[src/rtl/rds_pkg.sv]
// Shared types and constants for the region detection suppressor.
// No dependencies; the top level refers to this package by scoped names.
`timescale 1ns / 1ps
`default_nettype none

package rds_pkg;

   // Fixed field widths
   localparam int CLASS_W  = 8;
   localparam int SCORE_W  = 16;
   localparam int OUT_W    = 16;
   localparam int FRAC_W   = 17;
   localparam int CSR_IDX_W = 3;
   localparam int CSR_DAT_W = 17;

   // Shared multiplier: 17 bit by 32 bit
   localparam int MUL_A_W = 17;
   localparam int MUL_B_W = 32;
   localparam int PROD_W  = MUL_A_W + MUL_B_W;

   // Input beat action codes
   typedef enum logic [1:0] {
      ACT_LOAD   = 2'd0,
      ACT_DETECT = 2'd1,
      ACT_EOF    = 2'd2,
      ACT_NONE   = 2'd3
   } action_type;

   // Result beat kinds
   typedef enum logic [1:0] {
      KIND_KEPT   = 2'd0,
      KIND_SCALED = 2'd1,
      KIND_REPLAY = 2'd2,
      KIND_FULL   = 2'd3
   } kind_type;

   // Register indexes on the csr port
   localparam logic [CSR_IDX_W-1:0] CSR_SUPPRESS_CLASS = 3'd0;
   localparam logic [CSR_IDX_W-1:0] CSR_BORDER_CLASS   = 3'd1;
   localparam logic [CSR_IDX_W-1:0] CSR_SCALE_FACTOR   = 3'd2;
   localparam logic [CSR_IDX_W-1:0] CSR_OVERLAP_RATIO  = 3'd3;
   localparam logic [CSR_IDX_W-1:0] CSR_EMIT_REGIONS   = 3'd4;

   // Register reset values
   localparam logic [FRAC_W-1:0] SCALE_RESET   = 17'd32768;
   localparam logic [FRAC_W-1:0] OVERLAP_RESET = 17'd32768;

endpackage

`default_nettype wire

[src/rtl/rds_region_table.sv]
// Region table storage: one write port, one registered read port.
// Uses no package items; sized by its parameters.
`timescale 1ns / 1ps
`default_nettype none

module rds_region_table #(
   parameter int DEPTH  = 32,
   parameter int ADDR_W = 5,
   parameter int DATA_W = 72
) (
   input  wire logic              clock,
   input  wire logic              wr_en,
   input  wire logic [ADDR_W-1:0] wr_addr,
   input  wire logic [DATA_W-1:0] wr_data,
   input  wire logic [ADDR_W-1:0] rd_addr,
   output      logic [DATA_W-1:0] rd_data
);

   logic [DATA_W-1:0] mem [DEPTH];
   logic [DATA_W-1:0] rd_data_ff;

   // Write one entry
   always_ff @(posedge clock) begin
      if (wr_en) begin
         mem[wr_addr] <= wr_data;
      end
   end

   // Read every cycle, data appears in the next cycle
   always_ff @(posedge clock) begin
      rd_data_ff <= mem[rd_addr];
   end

   assign rd_data = rd_data_ff;

endmodule

`default_nettype wire

[src/rtl/region_detection_suppressor.sv]
// Region detection suppressor top level: sequencer, shared multiplier, csr file.
// Depends on rds_pkg and rds_region_table.
//
// Usage:
//   req_* carries one beat per item: load region, test detection or end of frame.
//   rsp_* carries result beats; rsp_last marks the final beat of one item.
//   csr_* writes the five control registers, taken while the block is idle.
// Item handling:
//   load region: no result unless the table is full (then a full result beat).
//   test detection: a result leaves unless the detection is dropped; with an
//     empty table no region is read; otherwise each region takes a table read, an
//     overlap-area multiply and a ratio compare on the one shared multiplier.
//   end of frame: regions may be replayed, one result beat each.
// The block takes one item at a time; req_stall is high while an item is in
// work. A finished result sits in the output register, so the next item is
// accepted while it waits. A held rsp_stall freezes the sequencer only at the
// point where it has the next result ready.
// Reset empties the region table (count only) and restores register defaults;
// the table storage itself is not cleared.
`timescale 1ns / 1ps
`default_nettype none

module region_detection_suppressor #(
   parameter int MAX_REGIONS = 32,
   parameter int COORD_BITS  = 16
) (
   input  wire logic        clock,
   input  wire logic        reset,
   // request channel
   input  wire logic        req_valid,
   output      logic        req_stall,
   input  wire logic [1:0]  req_action,
   input  wire logic [15:0] req_left,
   input  wire logic [15:0] req_top,
   input  wire logic [15:0] req_right,
   input  wire logic [15:0] req_bottom,
   input  wire logic [7:0]  req_class_id,
   input  wire logic [15:0] req_score,
   // response channel
   output      logic        rsp_valid,
   input  wire logic        rsp_stall,
   output      logic [1:0]  rsp_kind,
   output      logic [15:0] rsp_out_left,
   output      logic [15:0] rsp_out_top,
   output      logic [15:0] rsp_out_right,
   output      logic [15:0] rsp_out_bottom,
   output      logic [7:0]  rsp_out_class,
   output      logic [15:0] rsp_out_score,
   output      logic        rsp_last,
   // configuration channel
   input  wire logic        csr_valid,
   output      logic        csr_ready,
   input  wire logic [2:0]  csr_index,
   input  wire logic [16:0] csr_data
);

   localparam int C       = COORD_BITS;
   localparam int IDX_W   = (MAX_REGIONS > 1) ? $clog2(MAX_REGIONS) : 1;
   localparam int CNT_W   = $clog2(MAX_REGIONS + 1);
   localparam int ENTRY_W = 4 * C + rds_pkg::CLASS_W;
   localparam int PW      = rds_pkg::PROD_W;

   typedef enum logic [8:0] {
      ST_IDLE     = 9'b000000001,
      ST_DA_DIM   = 9'b000000010,
      ST_DA_RATIO = 9'b000000100,
      ST_RD       = 9'b000001000,
      ST_OV       = 9'b000010000,
      ST_CMP      = 9'b000100000,
      ST_EMIT     = 9'b001000000,
      ST_RP_RD    = 9'b010000000,
      ST_RP_OUT   = 9'b100000000
   } state_type;

   state_type state_ff, state_in;

   // control registers
   logic [rds_pkg::CLASS_W-1:0] suppress_ff, border_ff;
   logic [rds_pkg::FRAC_W-1:0]  scale_ff, ratio_ff;
   logic                        emit_ff;

   // sequencer state
   logic [CNT_W-1:0] count_ff, count_in;
   logic [CNT_W-1:0] idx_ff, idx_in;
   logic             saw_ff, saw_in;
   logic             keep_ff, keep_in;
   logic             adjust_ff, adjust_in;
   logic             hit_ff, hit_in;
   rds_pkg::kind_type kind_ff, kind_in;

   // captured item and arithmetic registers
   logic [C-1:0] l_ff, t_ff, r_ff, b_ff;
   logic [C-1:0] l_in, t_in, r_in, b_in;
   logic [rds_pkg::CLASS_W-1:0] cls_ff, cls_in, rc_ff, rc_in;
   logic [rds_pkg::SCORE_W-1:0] score_ff, score_in;
   logic [PW-1:0] prod_ff, prod_in, rd_ff, rd_in;

   // output register
   logic        rsp_valid_ff, rsp_valid_in;
   logic [1:0]  o_kind_ff, o_kind_in;
   logic [15:0] o_l_ff, o_t_ff, o_r_ff, o_b_ff, o_l_in, o_t_in, o_r_in, o_b_in;
   logic [7:0]  o_cls_ff, o_cls_in;
   logic [15:0] o_score_ff, o_score_in;
   logic        o_last_ff, o_last_in;

   // table interface
   logic               tbl_wr_en;
   logic [ENTRY_W-1:0] tbl_wr_data;
   logic [ENTRY_W-1:0] tbl_rd_data;

   // shared multiplier
   logic [rds_pkg::MUL_A_W-1:0] mul_a;
   logic [rds_pkg::MUL_B_W-1:0] mul_b;
   logic [PW-1:0]               mul_p;

   logic                        req_accept, out_free, out_load;
   logic [C-1:0]                in_l, in_t, in_r, in_b;
   logic [C-1:0]                rl, rt, rr, rbt, x0, x1, y0, y1;
   logic [rds_pkg::CLASS_W-1:0] rcls;
   logic                        counts, scan_done, all_neutral;
   logic [15:0]                 scaled_score;

   rds_region_table #(
      .DEPTH  (MAX_REGIONS),
      .ADDR_W (IDX_W),
      .DATA_W (ENTRY_W)
   ) u_table (
      .clock   (clock),
      .wr_en   (tbl_wr_en),
      .wr_addr (count_ff[IDX_W-1:0]),
      .wr_data (tbl_wr_data),
      .rd_addr (idx_ff[IDX_W-1:0]),
      .rd_data (tbl_rd_data)
   );

   // Handshakes
   assign req_stall  = (state_ff != ST_IDLE);
   assign req_accept = req_valid && !req_stall;
   assign csr_ready  = (state_ff == ST_IDLE);
   assign out_free   = !rsp_valid_ff || !rsp_stall;

   // Mask coordinates to the configured width
   assign in_l = req_left[C-1:0];
   assign in_t = req_top[C-1:0];
   assign in_r = req_right[C-1:0];
   assign in_b = req_bottom[C-1:0];

   assign tbl_wr_en   = req_accept && (req_action == rds_pkg::ACT_LOAD) &&
                        (count_ff < CNT_W'(MAX_REGIONS));
   assign tbl_wr_data = {req_class_id, in_b, in_r, in_t, in_l};

   // Unpack the region read back and intersect it with the detection
   assign rl   = tbl_rd_data[C-1:0];
   assign rt   = tbl_rd_data[2*C-1:C];
   assign rr   = tbl_rd_data[3*C-1:2*C];
   assign rbt  = tbl_rd_data[4*C-1:3*C];
   assign rcls = tbl_rd_data[ENTRY_W-1:4*C];
   assign x0   = (l_ff > rl)  ? l_ff : rl;
   assign x1   = (r_ff < rr)  ? r_ff : rr;
   assign y0   = (t_ff > rt)  ? t_ff : rt;
   assign y1   = (b_ff < rbt) ? b_ff : rbt;

   // Overlap counts when area * 2^16 reaches ratio * detection area
   assign counts      = hit_ff && ({1'b0, prod_ff[31:0], 16'b0} >= rd_ff);
   assign scan_done   = ((idx_ff + CNT_W'(1)) == count_ff);
   assign all_neutral = (suppress_ff == '0) && (border_ff == '0);

   // Select multiplier operands per step
   always_comb begin
      mul_a = '0;
      mul_b = '0;
      unique case (state_ff)
         ST_DA_DIM: begin
            mul_a = rds_pkg::MUL_A_W'(r_ff - l_ff);
            mul_b = rds_pkg::MUL_B_W'(b_ff - t_ff);
         end
         ST_DA_RATIO: begin
            mul_a = ratio_ff;
            mul_b = prod_ff[rds_pkg::MUL_B_W-1:0];
         end
         ST_OV: begin
            mul_a = rds_pkg::MUL_A_W'(x1 - x0);
            mul_b = rds_pkg::MUL_B_W'(y1 - y0);
         end
         ST_EMIT: begin
            mul_a = scale_ff;
            mul_b = rds_pkg::MUL_B_W'(score_ff);
         end
         default: begin
            mul_a = '0;
            mul_b = '0;
         end
      endcase
   end

   assign mul_p = PW'(mul_a) * PW'(mul_b);

   // Truncate the scaled score, saturate above full scale
   assign scaled_score = (|mul_p[PW-1:32]) ? 16'hFFFF : mul_p[31:16];

   // Sequencer
   always_comb begin
      state_in   = state_ff;
      count_in   = count_ff;
      idx_in     = idx_ff;
      saw_in     = saw_ff;
      keep_in    = keep_ff;
      adjust_in  = adjust_ff;
      hit_in     = hit_ff;
      kind_in    = kind_ff;
      l_in       = l_ff;
      t_in       = t_ff;
      r_in       = r_ff;
      b_in       = b_ff;
      cls_in     = cls_ff;
      score_in   = score_ff;
      rc_in      = rc_ff;
      prod_in    = prod_ff;
      rd_in      = rd_ff;
      out_load   = 1'b0;
      o_kind_in  = o_kind_ff;
      o_l_in     = o_l_ff;
      o_t_in     = o_t_ff;
      o_r_in     = o_r_ff;
      o_b_in     = o_b_ff;
      o_cls_in   = o_cls_ff;
      o_score_in = o_score_ff;
      o_last_in  = o_last_ff;

      unique case (state_ff)
         ST_IDLE: begin
            if (req_accept) begin
               l_in     = in_l;
               t_in     = in_t;
               r_in     = in_r;
               b_in     = in_b;
               cls_in   = req_class_id;
               score_in = req_score;
               idx_in   = '0;
               unique case (req_action)
                  rds_pkg::ACT_LOAD: begin
                     if (count_ff < CNT_W'(MAX_REGIONS)) begin
                        count_in = count_ff + CNT_W'(1);
                     end else begin
                        kind_in  = rds_pkg::KIND_FULL;
                        state_in = ST_EMIT;
                     end
                  end
                  rds_pkg::ACT_DETECT: begin
                     saw_in    = 1'b1;
                     keep_in   = 1'b1;
                     adjust_in = 1'b0;
                     kind_in   = rds_pkg::KIND_KEPT;
                     state_in  = (count_ff == '0) ? ST_EMIT : ST_DA_DIM;
                  end
                  rds_pkg::ACT_EOF: begin
                     if ((emit_ff || !saw_ff) && (count_ff != '0)) begin
                        state_in = ST_RP_RD;
                     end else begin
                        count_in = '0;
                        saw_in   = 1'b0;
                     end
                  end
                  default: begin
                     state_in = ST_IDLE;
                  end
               endcase
            end
         end
         ST_DA_DIM: begin
            prod_in  = mul_p;
            state_in = ST_DA_RATIO;
         end
         ST_DA_RATIO: begin
            rd_in    = mul_p;
            state_in = ST_RD;
         end
         ST_RD: begin
            state_in = ST_OV;
         end
         ST_OV: begin
            hit_in   = (x0 < x1) && (y0 < y1);
            prod_in  = mul_p;
            rc_in    = rcls;
            state_in = ST_CMP;
         end
         ST_CMP: begin
            if (counts) begin
               if ((suppress_ff == rc_ff) || all_neutral) begin
                  keep_in = 1'b0;
               end else if ((border_ff != '0) && (border_ff == rc_ff)) begin
                  adjust_in = 1'b1;
               end
            end
            idx_in = idx_ff + CNT_W'(1);
            if (scan_done) begin
               if (!keep_in) begin
                  state_in = ST_IDLE;
               end else begin
                  kind_in  = adjust_in ? rds_pkg::KIND_SCALED : rds_pkg::KIND_KEPT;
                  state_in = ST_EMIT;
               end
            end else begin
               state_in = ST_RD;
            end
         end
         ST_EMIT: begin
            if (out_free) begin
               out_load   = 1'b1;
               o_kind_in  = kind_ff;
               o_l_in     = 16'(l_ff);
               o_t_in     = 16'(t_ff);
               o_r_in     = 16'(r_ff);
               o_b_in     = 16'(b_ff);
               o_cls_in   = cls_ff;
               o_score_in = (kind_ff == rds_pkg::KIND_SCALED) ? scaled_score : score_ff;
               o_last_in  = 1'b1;
               state_in   = ST_IDLE;
            end
         end
         ST_RP_RD: begin
            state_in = ST_RP_OUT;
         end
         ST_RP_OUT: begin
            if (out_free) begin
               out_load   = 1'b1;
               o_kind_in  = rds_pkg::KIND_REPLAY;
               o_l_in     = 16'(rl);
               o_t_in     = 16'(rt);
               o_r_in     = 16'(rr);
               o_b_in     = 16'(rbt);
               o_cls_in   = rcls;
               o_score_in = '0;
               o_last_in  = scan_done;
               idx_in     = idx_ff + CNT_W'(1);
               if (scan_done) begin
                  count_in = '0;
                  saw_in   = 1'b0;
                  state_in = ST_IDLE;
               end else begin
                  state_in = ST_RP_RD;
               end
            end
         end
         default: begin
            state_in = ST_IDLE;
         end
      endcase
   end

   // Hold the result while stalled, drop it once taken
   always_comb begin
      if (out_load) begin
         rsp_valid_in = 1'b1;
      end else if (rsp_stall) begin
         rsp_valid_in = rsp_valid_ff;
      end else begin
         rsp_valid_in = 1'b0;
      end
   end

   // Sequencer and output-valid registers
   always_ff @(posedge clock) begin
      if (reset) begin
         state_ff     <= ST_IDLE;
         count_ff     <= '0;
         idx_ff       <= '0;
         saw_ff       <= 1'b0;
         keep_ff      <= 1'b1;
         adjust_ff    <= 1'b0;
         hit_ff       <= 1'b0;
         kind_ff      <= rds_pkg::KIND_KEPT;
         rsp_valid_ff <= 1'b0;
      end else begin
         state_ff     <= state_in;
         count_ff     <= count_in;
         idx_ff       <= idx_in;
         saw_ff       <= saw_in;
         keep_ff      <= keep_in;
         adjust_ff    <= adjust_in;
         hit_ff       <= hit_in;
         kind_ff      <= kind_in;
         rsp_valid_ff <= rsp_valid_in;
      end
   end

   // Payload registers
   always_ff @(posedge clock) begin
      l_ff       <= l_in;
      t_ff       <= t_in;
      r_ff       <= r_in;
      b_ff       <= b_in;
      cls_ff     <= cls_in;
      score_ff   <= score_in;
      rc_ff      <= rc_in;
      prod_ff    <= prod_in;
      rd_ff      <= rd_in;
      o_kind_ff  <= o_kind_in;
      o_l_ff     <= o_l_in;
      o_t_ff     <= o_t_in;
      o_r_ff     <= o_r_in;
      o_b_ff     <= o_b_in;
      o_cls_ff   <= o_cls_in;
      o_score_ff <= o_score_in;
      o_last_ff  <= o_last_in;
   end

   // Register file writes
   always_ff @(posedge clock) begin
      if (reset) begin
         suppress_ff <= '0;
         border_ff   <= '0;
         scale_ff    <= rds_pkg::SCALE_RESET;
         ratio_ff    <= rds_pkg::OVERLAP_RESET;
         emit_ff     <= 1'b1;
      end else if (csr_valid && csr_ready) begin
         unique case (csr_index)
            rds_pkg::CSR_SUPPRESS_CLASS: suppress_ff <= csr_data[7:0];
            rds_pkg::CSR_BORDER_CLASS:   border_ff   <= csr_data[7:0];
            rds_pkg::CSR_SCALE_FACTOR:   scale_ff    <= csr_data;
            rds_pkg::CSR_OVERLAP_RATIO:  ratio_ff    <= csr_data;
            rds_pkg::CSR_EMIT_REGIONS:   emit_ff     <= csr_data[0];
            default:                     emit_ff     <= emit_ff;
         endcase
      end
   end

   assign rsp_valid      = rsp_valid_ff;
   assign rsp_kind       = o_kind_ff;
   assign rsp_out_left   = o_l_ff;
   assign rsp_out_top    = o_t_ff;
   assign rsp_out_right  = o_r_ff;
   assign rsp_out_bottom = o_b_ff;
   assign rsp_out_class  = o_cls_ff;
   assign rsp_out_score  = o_score_ff;
   assign rsp_last       = o_last_ff;

endmodule

`default_nettype wire
[config.mk]
export PLATFORM = sky130hd
export DESIGN_NAME = region_detection_suppressor
export DESIGN_NICKNAME = d
export VERILOG_FILES = /design/src/rtl/rds_pkg.sv /design/src/rtl/rds_region_table.sv /design/src/rtl/region_detection_suppressor.sv
export SDC_FILE = /design/constraint.sdc
export NUM_CORES = 2
export LEC_CHECK = 0
export BUFFER_PORTS_ARGS = -buffer_cell sky130_fd_sc_hd__buf_2
export CORE_MARGIN = 3
export CORE_UTILIZATION = 35
export DETAILED_ROUTE_END_ITERATION = 10
export SLEW_MARGIN = 20
export SYNTH_ARGS = -nofsm -noshare
export SYNTH_HDL_FRONTEND = slang
export SYNTH_SLANG_ARGS = --single-unit
[constraint.sdc]
create_clock -name clock -period 21.8 [get_ports clock]
set_clock_uncertainty 0.2 [all_clocks]
set_input_delay 2.18 -clock clock [delete_from_list [all_inputs] [get_ports clock]]
set_output_delay 2.18 -clock clock [all_outputs]
set_load 0.005 [all_outputs]
# Yosys cells after proc, flatten, opt, wreduce, memory -nomap -nowiden
# Memory sizes are Yosys's and may differ from the RTL's. A register that Yosys moved wholly into a read port is not among the register bits.
# Index checks and enable logic that the tools add are counted.
[totals]
mem_bits_rw = 2304
in_bits = 115
elab_cells = 210
out_inout_bits = 94
mem_count = 1
ff_bits = 347
[memory_table]
columns = ["memory", "words", "word_bits", "rd", "rd_ports_with_merged_regs", "write_ports", "line", "source"]
rows = [
  ["u_table.mem", 32, 72, 1, 1, 1, "rds_region_table.sv:19", "logic [DATA_W-1:0] mem [DEPTH];"],
]
[classes]
mul = 1
magnitude_cmp = 8
reduce_logical = 43
n_eq_ne = 35
muxes = 85
n_addsub = 6
[ops]
columns = ["op", "n"]
rows = [
  ["16-bit two-way mux", 16],
  ["16-bit case mux with 2 select lines", 5],
  ["32-bit case mux with 4 select lines", 1],
  ["9-bit case mux with 9 select lines", 1],
  ["17-bit case mux with 4 select lines", 1],
  ["16-bit by 16-bit subtractor with 17-bit output", 4],
  ["16-bit less-than comparator", 4],
  ["9-bit two-way mux", 6],
  ["48-bit by 49-bit >= comparator with 1-bit output", 1],
  ["17-bit by 32-bit multiplier with 49-bit output", 1],
  ["6-bit two-way mux", 7],
  ["16-bit > comparator", 2],
  ["9-bit case mux with 3 select lines", 1],
  ["1-bit two-way mux", 24],
  ["8-bit two-way mux", 3],
  ["6-bit case mux with 2 select lines", 2],
  ["6-bit case mux with 3 select lines", 1],
  ["17-bit OR reduction", 1],
  ["8-bit == test", 2],
  ["8-bit zero test", 2],
  ["8-bit case mux with 2 select lines", 1],
  ["7-bit two-way mux", 2],
  ["6-bit by 1-bit adder with 6-bit output, second input constant", 2],
  ["2-bit two-way mux", 6],
  ["40 further kinds", 82],
]

# Logic depth before layout (Yosys ltp)
[depth]
ltp_word = 10
mapped_depth = 51
mapped_depth_nobuf = 47

# By module
# Synthesis repeated with hierarchy kept, for this count alone.
[unflattened]
cells_unflattened = 8162
hier_area_um2 = 125746.9
[modules_own_cells]
columns = ["mod", "instances", "seq_area_each_um2", "area_each_um2", "cells_per_inst"]
rows = [
  ["rds_region_table", 1, 70627.7, 89118.0, 4208],
  ["region_detection_suppressor", 1, 9629.2, 36628.9, 3954],
]

# Worst setup path after synthesis
# No wires, ideal clock.
[synth_path]
path_kind = "reg2reg"
from = "reg t_ff[1]"
to = "reg o_score_ff[10] (netlist: rsp_out_score[10]), data pin"
path_slack_ps = 9790
path_stages_with_launch = 48
period_less_slack_ps = 12010
t_arrival_ps = 11549
required_ps = 21339
setup_time_ps = 261
n_path_buf = 6
path_cell_list = "edfxtp_1 -> ha_1 -> nor2b_1 -> o21a_1 -> o21a_1 -> o21a_1 -> o21a_1 -> o21a_1 -> o21ai_0 -> a21boi_0 -> o21ai_1 -> clkbuf_1 -> mux2i_1 -> fa_1 -> a21oi_1 -> o21ai_0 -> a21oi_1 -> o21ai_0 -> [12 not listed] -> fa_1 -> inv_1 -> fa_1 -> inv_1 -> ha_1 -> buf_6 -> a21oi_2 -> o21ai_1 -> or4_1 -> nor3_2 -> o31ai_1 -> xor2_1 -> a211oi_1 -> or4b_1 -> and4b_1 -> buf_4 -> buf_6 -> a21oi_2"
[synth_between]
elab_chain_cells = 10
word_cells_on_any_way = 11
cone_classes = "add/sub (2); mul (1); order compare (1); mux (6); reduce/logical (1)"
[synth_lines]
columns = ["item", "line", "source"]
rows = [
  ["from (decl)", "region_detection_suppressor.sv:92", "logic [C-1:0] l_ff, t_ff, r_ff, b_ff;"],
  ["from (signal assigned)", "region_detection_suppressor.sv:390", "t_ff <= t_in;"],
  ["16-bit > comparator", "region_detection_suppressor.sv:160", "assign y0 = (t_ff > rt) ? t_ff : rt;"],
  ["16-bit two-way mux", "region_detection_suppressor.sv:160", ""],
  ["16-bit by 16-bit subtractor with 17-bit output", "region_detection_suppressor.sv:183", "mul_b = rds_pkg::MUL_B_W'(y1 - y0);"],
  ["32-bit case mux with 4 select lines *", "region_detection_suppressor.sv:172", "unique case (state_ff)"],
  ["17-bit by 32-bit multiplier with 49-bit output *", "region_detection_suppressor.sv:196", "assign mul_p = PW'(mul_a) * PW'(mul_b);"],
  ["net mul_p[34]", "region_detection_suppressor.sv:114", "logic [PW-1:0] mul_p;"],
  ["17-bit OR reduction *", "region_detection_suppressor.sv:199", "assign scaled_score = (|mul_p[PW-1:32]) ? 16'hFFFF : mul_p[31:16];"],
  ["16-bit two-way mux *", "region_detection_suppressor.sv:199", ""],
  ["16-bit two-way mux *", "region_detection_suppressor.sv:316", "o_score_in = (kind_ff == rds_pkg::KIND_SCALED) ? scaled_score : score_ff;"],
  ["16-bit two-way mux *", "region_detection_suppressor.sv:308", "if (out_free) begin"],
  ["16-bit case mux with 2 select lines *", "region_detection_suppressor.sv:230", "unique case (state_ff)"],
  ["to (signal assigned)", "region_detection_suppressor.sv:404", "o_score_ff <= o_score_in;"],
  ["to (decl)", "region_detection_suppressor.sv:103", "logic [15:0] o_score_ff, o_score_in;"],
]
# The timed path passes the listed nets; every way through them passes the cells marked *. The select of a mux whose other input is x is not followed.
# A chain may end at the register's enable or synchronous reset.

# Worst setup path after layout
[layout_path]
from = "reg t_ff[1]"
to = "reg o_score_ff[2] (netlist: rsp_out_score[2]), data pin"
# The elaborated chain is that of the path after synthesis.

==> summary.md <==
| Metric | Value |
|---|---|
| ANT nets after route | `0` |
| Hold Violations, Final | `0` |
| Worst vdd ir | `between 0.00006 and 0.00007 V` |
| Synth cell types | `89` |
| Critical path fanouts, max | `31` |
| # setup viols final | `0` |
| Commonest non-fill, non-tap cell in the layout | `edfxtp_1` |
| DR vias | `around 70k` |
| HPWL after detailed placement | `230000 um` |
| PortBufs | `208` |
| CTS Sinks | `~2.7k` |
| CP Class | `reg -> reg` |
| Reg clk slew, reported paths | `approximately 0.060 ns` |
| Largest net degree at the start of global routing | `approximately 130` |
| RSZ-0062 raised after global routing | `false` |
| Post-synth EDFFs | `~2.6k` |
| Max cap viols | `0` |
| Tightest Pin Transition | `1.17 ns` |
| P&R area growth vs syn | `12.9%` |
| Global-route wire length before repair | `529000 um` |
| Die width | `roughly 610 um` |
| FMAX | `approximately 0.071 GHz` |
| Fin Setup TNS | `0 ns` |
| Number of global-route vias before repair | `between 70k and 80k` |
| Routed length per instance | `29.2 um` |
| CORE AREA | `about 360000 um2` |
| Worst path slowest cell | `and4b_1` |
| Root Driver | `clkbuf_16` |
| Area after DPL | `approximately 130000 um2` |
| Post-Synth Adder-Cell Area | `0.101` |
| DR vias/cell | `5.43` |
| Post-synthesis sequential area ratio | `0.639` |
| Commonest cells after routing, fill and taps aside | `edfxtp_1 (2572), mux4_2 (720), inv_1 (698)` |
| Power Total | `between 0.01 and 0.015 W` |
| Layout net count | `8541` |
| Synth Area in XOR/XNOR | `0.00795` |
| Setup crit end kind | `register` |
| H-Tree Depth | `5` |
| GP Congestion | `0.901` |
| Arr. time, crit path | `14.47 ns` |
| Pwr/cell area | `78.8 nW/um2` |
| CTS Buf Count | `276` |
| Headroom to the max-slew limit | `0.213` |
| Syn. warnings | `0` |
| Clock buffer depth | `4` |
| Hold-fix buffers, CTS | `0` |
| Total track usage | `0.201` |
| Finished Cell Area | `142000 um2` |
| Die H | `605 um` |
| Crit-path most repeated cell | `fa_1` |
| Final wirelength | `between 300000 and 400000 um` |
| CP peak stage delay | `0.83 ns` |
| Tmin final | `approximately 14 ns` |
| Cell Rows | `219` |
| Layout cells sized above 1 | `0.213` |
| Synth Area in Simple Gates | `0.0448` |
| Period Utilization, post-route | `0.646` |
| Max Slew Vio Count | `0` |
| Post-CTS setup buffers | `0` |
| CTS tree | `done` |
| Post-synthesis mux area share | `0.142` |
| Ys async rst share | `0` |
| Initial antenna violation count | `63` |
| Ys flop type | `edfxtp_1` |
| Buf/Inv on CP | `7` |
| Hold Crit Class | `reg -> reg` |
| CP startpoint kind | `register` |
| DRC | `0` |
| # resized after CTS | `0` |
| Syn Std Cell Area | `roughly 130000 um2` |
| Post-Syn Nets | `8252` |
| Final Core Density | `0.398` |
| Final-layout fill cell count | `roughly 32k` |
| Synth Area in Compound Gates | `0.0339` |
| Detailed Routing Iterations Pass 1 | `8` |
| Leak pwr | `about 48 nW` |
| Critical Path RT | `around 22 ns` |
| Skew-Pair Late Insertion Delay | `between 0.8 and 0.9 ns` |
| Largest family of logic cells by synthesized area | `multiplexers` |
| Final global-route overflow total | `0` |
| Die area | `366000 um2` |
| Seq cells post-synth | `2723` |
| Status | `completed` |
| Avg Cell Area, Syn | `about 17 um2` |
| Boundary pin count | `approximately 210` |
| Delay-heaviest family, CP | `compound AO/OA/AOI/OAI gates` |
| Post-Syn Instances | `7397` |
| Initial core utilization | `0.352` |
| Initial DRC count | `a little under 8k` |
[metal layers]
| layer | vias up | track usage | wire length, um |
|---|---|---|---|
| met5 | - | 0 | 64 |
| met4 | 10 | 0.0871 | 18300 |
| met3 | 668 | 0.0274 | 24400 |
| met2 | 2900 | 0.340 | 184000 |
| met1 | 36900 | 0.260 | 144000 |
| li1 | 28500 | - | - |
[synth_stat cells, types with 57 or more instances]
cell type / count / share of area
a21o_1: 57 / 0.0034
a21oi_1: 200 / 0.0080
and2_1: 86 / 0.0043
clkbuf_1: 268 / 0.0080
dfxtp_1: 151 / 0.024
edfxtp_1: 2572 / 0.61
fa_1: 453 / 0.072
ha_1: 287 / 0.029
inv_1: 698 / 0.021
mux2_2: 108 / 0.0097
mux4_2: 720 / 0.13
nand2_1: 662 / 0.020
nor2_1: 171 / 0.0051
o21ai_0: 170 / 0.0068
xnor2_1: 65 / 0.0045
[where the power goes]
| group | switching (W) | internal [W] | leakage (nW) |
|---|---|---|---|
| registers | 0.0000622 | 0.00578 | 24.6 |
| logic | 0.000448 | 0.000219 | 19.4 |
| clock network | 0.00198 | 0.00270 | 4.32 |
| total | 0.00249 | 0.00869 | 48.3 |
[worst paths after layout]
| check | from | endpoint | slack [ns] | cells past startpoint |
|---|---|---|---|---|
| hold / removal | u_table.rd_data[69]$_DFF_P_ | rc_ff[5]$_DFFE_PP_ | 0.25 | 0 |
| setup / recovery | t_ff[1]$_DFFE_PP_ | rsp_out_score[2]$_SDFFCE_PN0P_ | 7.71 | 46 |
| setup reg to reg | t_ff[1]$_DFFE_PP_ | rsp_out_score[2]$_SDFFCE_PN0P_ | 7.71 | 46 |
| hold reg to reg | u_table.rd_data[69]$_DFF_P_ | rc_ff[5]$_DFFE_PP_ | 0.25 | 0 |
[cell families after synthesis]
| kind of cell | Yosys count |
|---|---|
| AO/OA/AOI/OAI | 672 |
| buffers and inverters | 1043 |
| AND/OR/NAND/NOR | 1233 |
| XOR/XNOR | 114 |
| multiplexers | 872 |
| adder cells (fa/ha/maj) | 740 |
| flip-flops | 2723 |
[through the flow]
stage | setup WS (ns) | hold slack [ns] | instances
after floorplan | 9.79 | 0.208 | 7397
after global placement | 7.91 | 0.222 | 12200
after detailed placement | 7.84 | 0.224 | 12200
after CTS | 7.81 | 0.246 | 12600
after global routing | 6.66 | 0.266 | 12700
final | 7.71 | 0.246 | 12700
[layout make-up]
type,instances,area (um2),area share
multi-input combinational,3631,41900,0.295
antenna,45,113,0.000794
inverter,700,2630,0.0186
sequential,2723,80300,0.566
clock inverter,123,1210,0.00855
tap,4751,5940,0.0419
timing repair buffer,354,2250,0.0159
clock buffer,365,7590,0.0535
[sequential cells by signal, summed over array words and instances, names as in the netlist, 17 cells and up]
register	count
u_table.mem	2304
u_table.rd_data	72
rd_ff	49
prod_ff	32
ratio_ff	17
scale_ff	17
[worst register-to-register path, delay by kind of cell (launching register included)]
| family | cells | cell delay (ns) |
|---|---|---|
| compound gates | 19 | 4.62 |
| xor+xnor | 1 | 0.18 |
| fa+ha+maj | 10 | 4.43 |
| buf+inv | 7 | 0.60 |
| flops | 1 | 0.41 |
| mux | 1 | 0.32 |
| simple gates | 8 | 3.05 |
No activity file was read; power rests on OpenSTA's default activity.
